`src/rtl/flptw_pkg.sv`:
```
// ----------------------------------------------------------------------------
// flptw_pkg
// Shared types and constants for the four-level page table walker.
// ----------------------------------------------------------------------------
package flptw_pkg;

  localparam int INDEX_BITS     = 9;
  localparam int PHYS_ADDR_BITS = 48;
  localparam int PAGE_SHIFT     = 12;
  localparam int ADDR_W         = 48;
  localparam int VPN_W          = 4 * INDEX_BITS;
  localparam int BASE_W         = ADDR_W - PAGE_SHIFT;

  // Physical address bits PHYS_ADDR_BITS-1 down to 12, cut to the 48-bit fields
  localparam logic [ADDR_W-1:0] PA_MASK =
    ((ADDR_W'(1) << PHYS_ADDR_BITS) - ADDR_W'(1)) & ~ADDR_W'(12'hFFF);

  localparam logic ACTION_START    = 1'b0;
  localparam logic ACTION_RESPONSE = 1'b1;

  localparam logic KIND_READ = 1'b0;
  localparam logic KIND_DONE = 1'b1;

  localparam logic [1:0] STATUS_MAPPED  = 2'd0;
  localparam logic [1:0] STATUS_NO_ROOT = 2'd1;
  localparam logic [1:0] STATUS_INVALID = 2'd2;

  localparam logic [1:0] LEVEL_LAST = 2'd3;

  typedef struct packed {
    logic        action;
    logic [63:0] vaddr;
    logic [63:0] read_entry;
  } item_t;

  typedef struct packed {
    logic              result_kind;
    logic [ADDR_W-1:0] read_addr;
    logic [1:0]        status;
    logic [1:0]        fault_level;
    logic [ADDR_W-1:0] phys_page;
    logic              leaf_is_table;
    logic [1:0]        leaf_access_perm;
    logic [1:0]        leaf_shareability;
    logic              leaf_access_flag;
    logic              leaf_priv_xn;
    logic              leaf_user_xn;
    logic [2:0]        leaf_attr_index;
  } result_t;

  typedef struct packed {
    logic              busy;
    logic [1:0]        level;
    logic [VPN_W-1:0]  page_number;
    logic [BASE_W-1:0] table_base;
  } walk_state_t;

endpackage

```
`src/rtl/flptw_step.sv`:
```
// ----------------------------------------------------------------------------
// flptw_step
// One walk step: next walk state and the result caused by one transaction.
// ----------------------------------------------------------------------------
module flptw_step (
  input  flptw_pkg::walk_state_t         walk,
  input  flptw_pkg::item_t               item,
  input  logic [flptw_pkg::ADDR_W-1:0]   root_table_base,
  output flptw_pkg::walk_state_t         walk_next,
  output logic                           fire,
  output flptw_pkg::result_t             result
);
  import flptw_pkg::*;

  logic [ADDR_W-1:0]     root;
  logic [ADDR_W-1:0]     entry_pa;
  logic [INDEX_BITS-1:0] idx;

  assign root     = root_table_base & PA_MASK;
  assign entry_pa = item.read_entry[ADDR_W-1:0] & PA_MASK;

  always_comb begin
    walk_next = walk;
    fire      = 1'b0;
    result    = '0;

    if (item.action == ACTION_START) begin
      fire                  = 1'b1;
      walk_next.page_number = item.vaddr[PAGE_SHIFT +: VPN_W];
      walk_next.level       = 2'd0;
      if (root == '0) begin
        walk_next.table_base = '0;
        walk_next.busy       = 1'b0;
        result.result_kind   = KIND_DONE;
        result.status        = STATUS_NO_ROOT;
      end else begin
        walk_next.table_base = root[ADDR_W-1:PAGE_SHIFT];
        walk_next.busy       = 1'b1;
        result.result_kind   = KIND_READ;
      end
    end else if (walk.busy) begin
      fire = 1'b1;
      if (!item.read_entry[0]) begin
        walk_next.busy     = 1'b0;
        result.result_kind = KIND_DONE;
        result.status      = STATUS_INVALID;
        result.fault_level = walk.level;
      end else if (walk.level != LEVEL_LAST) begin
        walk_next.table_base = entry_pa[ADDR_W-1:PAGE_SHIFT];
        walk_next.level      = walk.level + 2'd1;
        result.result_kind   = KIND_READ;
      end else begin
        walk_next.busy           = 1'b0;
        walk_next.level          = 2'd0;
        result.result_kind       = KIND_DONE;
        result.status            = STATUS_MAPPED;
        result.phys_page         = entry_pa;
        result.leaf_is_table     = item.read_entry[1];
        result.leaf_access_perm  = item.read_entry[7:6];
        result.leaf_shareability = item.read_entry[9:8];
        result.leaf_access_flag  = item.read_entry[10];
        result.leaf_priv_xn      = item.read_entry[53];
        result.leaf_user_xn      = item.read_entry[54];
        result.leaf_attr_index   = item.read_entry[4:2];
      end
    end

    // entry address: table base plus index times 8, from the next state
    case (walk_next.level)
      2'd0:    idx = walk_next.page_number[4*INDEX_BITS-1:3*INDEX_BITS];
      2'd1:    idx = walk_next.page_number[3*INDEX_BITS-1:2*INDEX_BITS];
      2'd2:    idx = walk_next.page_number[2*INDEX_BITS-1:INDEX_BITS];
      default: idx = walk_next.page_number[INDEX_BITS-1:0];
    endcase
    if (result.result_kind == KIND_READ && fire) begin
      result.read_addr = {walk_next.table_base, idx, 3'b000};
    end
  end

endmodule

```
`src/rtl/four_level_page_table_walker_top.sv`:
```
// ----------------------------------------------------------------------------
// four_level_page_table_walker_top
// Four-level table walk, 4 KiB granule: issues entry reads, ends with the
// physical page and leaf attributes, a no-root report or a level fault.
// ----------------------------------------------------------------------------
//
//  channel   signals                               direction  carries
//  -------   ------------------------------------  ---------  -------------------
//  item      item_valid, item_stall, item          in         start / read response
//  result    result_valid, result_stall, result    out        read request / finish
//  cfg       cfg_valid, cfg_ready, cfg_data        in         root_table_base write
//
//  - One transaction per cycle while item_stall is low; a result appears in the cycle after its
//    transaction is taken (one combinational step, one result register).
//  - A read response with no walk in flight causes no result.
//  - item_stall is high only while the result register holds a transaction
//    that result_stall keeps from leaving.
//  - Synchronous active-high rst clears the walk state, root base and
//    result_valid; cfg_ready is always high.
//
module four_level_page_table_walker_top (
  input  logic                         clk,
  input  logic                         rst,
  input  logic                         cfg_valid,
  output logic                         cfg_ready,
  input  logic [flptw_pkg::ADDR_W-1:0] cfg_data,
  input  logic                         item_valid,
  output logic                         item_stall,
  input  flptw_pkg::item_t             item,
  output logic                         result_valid,
  input  logic                         result_stall,
  output flptw_pkg::result_t           result
);
  import flptw_pkg::*;

  logic [ADDR_W-1:0] root_table_base;
  walk_state_t       walk;
  walk_state_t       walk_next;
  logic              step_fire;
  result_t           step_result;
  logic              take;

  assign cfg_ready  = 1'b1;
  // Result register frees up in the same cycle it is drained
  assign item_stall = result_valid && result_stall;
  assign take       = item_valid && !item_stall;

  flptw_step u_step (
    .walk            (walk),
    .item            (item),
    .root_table_base (root_table_base),
    .walk_next       (walk_next),
    .fire            (step_fire),
    .result          (step_result)
  );

  always_ff @(posedge clk) begin
    if (rst) begin
      root_table_base <= '0;
    end else if (cfg_valid && cfg_ready) begin
      root_table_base <= cfg_data;
    end
  end

  always_ff @(posedge clk) begin
    if (rst) begin
      walk <= '0;
    end else if (take) begin
      walk <= walk_next;
    end
  end

  always_ff @(posedge clk) begin
    if (rst) begin
      result_valid <= 1'b0;
    end else if (take && step_fire) begin
      result_valid <= 1'b1;
    end else if (!result_stall) begin
      result_valid <= 1'b0;
    end
  end

  // Payload only; no reset needed
  always_ff @(posedge clk) begin
    if (take && step_fire) begin
      result <= step_result;
    end
  end

  // A pending read request always belongs to a walk still in flight
  a_read_while_busy: assert property (@(posedge clk) disable iff (rst)
    result_valid && result.result_kind == KIND_READ |-> walk.busy)
    else $error("read request pending with no walk in flight");

  // A stray response produces nothing
  a_stray_response: assert property (@(posedge clk) disable iff (rst)
    take && !walk.busy && item.action == ACTION_RESPONSE |=> !result_valid)
    else $error("result produced for a response with no walk");

  // Entry reads are 8-byte aligned
  a_read_aligned: assert property (@(posedge clk) disable iff (rst)
    result_valid && result.result_kind == KIND_READ |-> result.read_addr[2:0] == 3'b000)
    else $error("misaligned entry read");

  // Only an invalid entry reports a nonzero fault level
  a_fault_level: assert property (@(posedge clk) disable iff (rst)
    result_valid && result.status != STATUS_INVALID |-> result.fault_level == 2'd0)
    else $error("fault level set without a fault");

endmodule

```
`config.mk`:
```
export PLATFORM = sky130hd
export DESIGN_NAME = four_level_page_table_walker_top
export DESIGN_NICKNAME = d
export VERILOG_FILES = /design/src/rtl/flptw_pkg.sv /design/src/rtl/flptw_step.sv /design/src/rtl/four_level_page_table_walker_top.sv
export SDC_FILE = /design/constraint.sdc
export NUM_CORES = 1
export LEC_CHECK = 0
export ABC_AREA = 0
export BUFFER_PORTS_ARGS = -buffer_cell sky130_fd_sc_hd__buf_2
export CORE_MARGIN = 4
export CORE_UTILIZATION = 43
export DETAILED_ROUTE_END_ITERATION = 7
export PLACE_DENSITY = 0.85
export SYNTH_ARGS = -nofsm -noshare
export SYNTH_HDL_FRONTEND = slang
export SYNTH_SLANG_ARGS = --single-unit
```
`constraint.sdc`:
```
create_clock -name clk -period 4 [get_ports clk]
set_input_delay 0.8 -clock clk [delete_from_list [all_inputs] [get_ports clk]]
set_output_delay 0.8 -clock clk [all_outputs]
set_load 0.01 [all_outputs]
```
# Yosys cells after proc, flatten, opt, wreduce, memory -nomap -nowiden

Cells that the tools add are included.

Flip-flop bits (word level): 236
Latch bits: 0
Memory bits (writable): 0
Bits in read-only memories: 0
Input bits: 182
Output and inout port bits: 115
Logic and storage cells: 69
Memories kept: 0

$add $sub $neg: 1
Multiply operators: 0
Divide/modulo/power cells: 0
Order comparisons: 0
Equal/unequal tests: 4
Shift operators: 0
Mux-type cells: 30
Bitwise logic cells: 4
Reductions and logical operators: 10

Operators by type and width:

| kind                | number |
|---|---|
| $mux 36             | 6 |
| $mux 59             | 2 |
| $mux 63             | 1 |
| $logic_not 48->1    | 1 |
| $pmux 9 s3          | 1 |
| $mux 1              | 13 |
| $mux 2              | 5 |
| $mux 3              | 2 |
| $logic_and 1x1->1   | 4 |
| $not 1->1           | 4 |
| $reduce_or 4->1     | 1 |
| $reduce_and 3->1    | 1 |
| $reduce_or 3->1     | 1 |
| $add 2x1->2 const B | 1 |
| $eq 2x1->1 const B  | 1 |
| $eq 2x2->1 const B  | 1 |
| $logic_not 2->1     | 1 |
| $ne 2x1->1 const B  | 1 |
| $ne 2x2->1 const B  | 1 |
| $logic_not 1->1     | 1 |

# Logic depth before layout (Yosys ltp)

Depth after elaboration: 7
Depth in mapped cells: 6
Gate-level depth less buffers: 5

# Modules after synthesis

From an unflattened synthesis, not the netlist that was laid out.

Cells, all modules: 1015
Area total of the unflattened synthesis: 11126.9 um2

By module, submodules not included:

| module                           | instances | cells an instance | area an instance (um2) | sequential area each (um2) |
|---|---|---|---|---|
| four_level_page_table_walker_top | 1         | 601               | 8485.6                 | 5845.6 |
| flptw_step                       | 1         | 414               | 2641.3                 | 0.0 |

# Worst setup path after synthesis

OpenSTA, ideal clock, no wires.

Path type: input-to-reg
Start point: input item_valid
End point: register result[0] in the netlist's numbering (enable)
Arrival time: 3.350 ns
Required time: 3.536 ns
Path slack: 0.185 ns
Stages: 3
Buffers on the path: 1
Cell sequence: a21boi_0 > buf_2 > o21a_1

Cells in the longest elaborated chain, start to end: 2

Ends and longest elaborated chain:

| what                 | RTL line                               | source |
|---|---|---|
| start, declared      | four_level_page_table_walker_top.sv:27 | `input logic item_valid,` |
| $logic_and 1x1->1    | four_level_page_table_walker_top.sv:46 | `assign take = item_valid && !item_stall;` |
| $logic_and 1x1->1    | four_level_page_table_walker_top.sv:85 | `if (take && step_fire) begin` |
| end signal, assigned | four_level_page_table_walker_top.sv:86 | `result <= step_result;` |
| end, declared        | four_level_page_table_walker_top.sv:32 | `output flptw_pkg::result_t result` |

Every way passes these cells.
A chain may end at the register's enable or synchronous reset.

# Final worst setup path

Start point: input result_stall
End point: register result[109] in the netlist's numbering (enable)

Cells in the longest elaborated chain, start to end: 4

Ends and longest elaborated chain:

| what              | RTL line                               | source |
|---|---|---|
| start, declared   | four_level_page_table_walker_top.sv:31 | `input logic result_stall,` |
| $logic_and 1x1->1 | four_level_page_table_walker_top.sv:45 | `assign item_stall = result_valid && result_stall;` |
| $logic_not 1->1   | four_level_page_table_walker_top.sv:46 |  |
| $logic_and 1x1->1 | four_level_page_table_walker_top.sv:46 |  |
| $logic_and 1x1->1 | four_level_page_table_walker_top.sv:85 |  |

Every way passes these cells.

==> flow_summary.rst <==
.. list-table::
   :header-rows: 1

   * - Metric
     - Value
   * - Fraction of the mapped netlist area in adder cells
     - 0.001711
   * - Maximum fanout count along the critical path
     - 60
   * - CTS Hold Bufs
     - 0
   * - Number of placement rows
     - 47
   * - Reg-to-reg setup timing slack
     - 1.79 ns
   * - H-tree depth
     - 4
   * - Initial standard-cell utilization of the core
     - 0.4395
   * - Min-delay worst type
     - register to register
   * - Die outline area
     - 0.01916 mm^2
   * - Reg power frac
     - 0.487
   * - IR Drop Worst-Case VDD
     - 0.3007 mV
   * - Half-perimeter wire length after detailed placement
     - 13,210 um
   * - Worst Setup Slack post-DPL
     - 1.177 ns
   * - DRT iter0 DRCs
     - 302
   * - Number of nets in the layout
     - 1,029
   * - Hold Vio Cnt, Final
     - 0
   * - Count of TritonRoute iterations in the first routing pass
     - 5
   * - Total vias in the final route
     - 5,527
   * - Maximum clock path buffer count
     - 2
   * - Core Region
     - 0.01664 mm^2
   * - Portion of netlist area occupied by mux cells
     - 0.06500
   * - EDFF count, synth
     - 97
   * - Critical Path Start Type
     - input pin
   * - Min-delay src
     - walk[43]
   * - TritonCTS buffer count
     - 17
   * - Ratio of final minimum period to clock period
     - 0.5910
   * - Fraction of the mapped netlist area in simple logic gates
     - 0.1611
   * - Cell type with the highest aggregate area in the netlist
     - edfxtp_1
   * - Antenna viol nets, final
     - 0
   * - CTS root buffer
     - clkbuf_16
   * - Width of the die
     - 138.4 um
   * - Via-to-Cell Ratio
     - 5.122
   * - Setup repair after global routing missed its margin
     - no
   * - Fraction of registers with async set or reset after synthesis
     - 0
   * - Final setup viols
     - 0
   * - Proportion of netlist area held by the largest area contributor
     - 0.3982
   * - Wire length of the first global-routing pass
     - 28,830 um
   * - Power density relative to cell area
     - 454.2 mW/mm^2
   * - Clock slew at the register clock pins of the worst setup and hold paths
     - 0.07 ns
   * - Worst reg2reg path depth
     - 3
   * - Worst Tran Pin Value
     - 1.123 ns
   * - Worst setup EP type
     - register
   * - Synthesized instance count
     - 646
   * - Outcome
     - finished, final reports clean
   * - Layout Skew
     - 0.01598 ns
   * - Fmax
     - 0.4230 GHz
   * - Switch share
     - 0.2544
   * - Insertion delay to the later sink of the worst-skew pair
     - 0.42 ns
   * - CTS sink cnt
     - 173
   * - Fin area
     - 0.009130 mm^2
   * - Time the worst path needs with I/O delays and setup
     - 2.364 ns
   * - Setup ws final
     - 1.636 ns
   * - Number of synthesis warnings
     - 0
   * - I/O pin total
     - 297
   * - Final Slew Violations
     - 0
   * - Combined global-route utilization of all metal layers
     - 0.1897
   * - Part of the Yosys area used for sequential elements
     - 0.6062
   * - Synth Register Bits
     - 173
   * - Most frequent cells in the layout
     - buf_2 (224), nand2_1 (115), edfxtp_1 (97)
   * - Avg Synthesized Cell Area
     - 11.32 um^2
   * - Sum Neg Setup Slack
     - 0 ns
   * - Die extent in y
     - 138.4 um
   * - Instance count after placement with tap cells included
     - 1,047
   * - Via count of the first global-routing pass
     - 5,396
   * - Commonest non-fill, non-tap cell in the layout
     - buf_2
   * - Combined area of the multi-input logic cells
     - 0.002597 mm^2
   * - Share of the synthesized area in compound gates (AO/OA/AOI/OAI)
     - 0.1177
   * - Data required, critical path
     - 4.09 ns
   * - Largest net degree at the start of global routing
     - 61
   * - Total DRC errors in the routed layout
     - 0
   * - Main combinational cell family by area after synthesis
     - simple AND/OR/NAND/NOR gates
   * - Total internal power
     - 3.092 mW
   * - Placement Cell Area
     - 0.008504 mm^2
   * - Net switching power
     - 1.055 mW
   * - Number of instances on the worst hold path
     - 2
   * - Share of post-route cells with drive strength above 1
     - 0.3341
   * - Number of antenna violations at the first check in global routing
     - 0
   * - Syn Std Cell Area
     - 0.007315 mm^2
   * - Static Leak
     - 3.842 nW
   * - Portion of total power attributed to the clock network
     - 0.416
   * - I/O Buffers
     - 224
   * - Max transition margin
     - 0.2510
   * - Post-cts sizing count
     - 0
   * - TritonCTS clock tree
     - done
   * - Library cells used by synthesis
     - 49
   * - Top area cells in the synthesized netlist
     - edfxtp_1 (40%), dfxtp_1 (21%), mux2i_1 (6.3%)
   * - WL final
     - 18,620 um
   * - Ant diodes
     - 0
   * - Top FF cell, synth
     - edfxtp_1
   * - Maximum Capacitance Violations
     - 0
   * - Gate power share
     - 0.097
   * - Sequential standard cell area
     - 0.004434 mm^2
   * - Number of buffers inserted to repair setup after CTS
     - 0
   * - Critical path type
     - input pin to register
   * - Launch point of the worst reg-to-reg path
     - result_valid
   * - Routed len/inst
     - 17.26 um
   * - Capture instance of the worst register-to-register path
     - result[109]
   * - Area added between synthesis and finish
     - 24.82%
   * - Worst hold endpoint
     - walk[43]
   * - Layout fillers
     - 1,464
   * - XOR/XNOR Fraction of Synth Area
     - 0
   * - Worst EP arrival
     - 2.46 ns
   * - Weighted congestion reported at the end of routability-driven placement
     - 0.8068
   * - Aggregate global routing overflow
     - 0
   * - Post-route insts no fill
     - 1,079
==> worst max-delay path by stage <==
stage,startpoint,to,slack [ns],cells past startpoint
final,result_stall,result[109],1.64,4
after global routing,result_stall,result[88],1.52,4
after CTS,result_stall,result[24],1.63,4
after detailed placement,result_stall,result[3],1.18,4
after global placement,result_stall,result[5],1.18,4
after floorplan,item_valid,result[0],0.19,3
==> state kept, by name (all words and copies together), names as in the netlist <==
name	cells
result	97
result_valid	1
root_table_base	36
walk	39
==> synth_stat cells, drive strengths merged, types with 2 or more instances <==
master	count
conb	2
a21boi	6
o311ai	5
buf	36
o21ai	5
a211oi	4
dfxtp	76
nand2	116
nor4	10
nor2	45
a21oi	45
a21bo	2
edfxtp	97
o2bb2ai	36
and2	50
o31a	4
clkbuf	29
and3	5
mux2i	46
nor3	5
nand3	2
o221ai	5
==> logic make-up after synthesis <==
group / count (synthesis)
and+or+nand+nor: 241
DFF: 173
AOI/OAI and AO/OA: 116
buffers and inverters: 66
muxes: 47
other: 2
adders and majority gates: 1
==> power groups by stage <==
stage | Sequential, mW | Combinational [mW] | Clock, mW
after CTS | 2.02 | 0.407 | 1.75
after detailed placement | 2.06 | 0.405 | 0
after floorplan | 2.08 | 0.214 | 0
after global routing | 2.03 | 0.441 | 1.83
after global placement | 2.06 | 0.398 | 0
final | 2.02 | 0.402 | 1.72
==> through the flow <==
| step | util | hold slack, ns | power (mW) |
|---|---|---|---|
| after floorplan | - | 0.4318 | 2.297 |
| after global placement | 0.5110 | 0.4385 | 2.454 |
| after detailed placement | 0.5110 | 0.4461 | 2.465 |
| after CTS | 0.5486 | 0.4559 | 4.182 |
| after global routing | 0.5486 | 0.4679 | 4.301 |
| final | 0.5486 | 0.4562 | 4.147 |
==> metal layers <==
metal  wire length (um)  global-route usage
met5                  0                   0
met4                176             0.05148
met1               7620              0.2317
met3               1450             0.05594
met2               9374              0.3284
==> cell type report <==
type,instances,share of cell area
flip-flops and latches,173,0.4857
clock buffers,17,0.04659
well taps,220,0.03015
inverters,1,0.0004111
multi-input cells,421,0.2845
clock inverters,15,0.02193
repair buffers,232,0.1307
==> critical path, cell delays in order <==
cell	delay, ns
buf_2	0.11
a21boi_0	0.51
o21a_4	0.63
buf_12	0.38
Note: power is estimated with default switching activity, not from simulation.
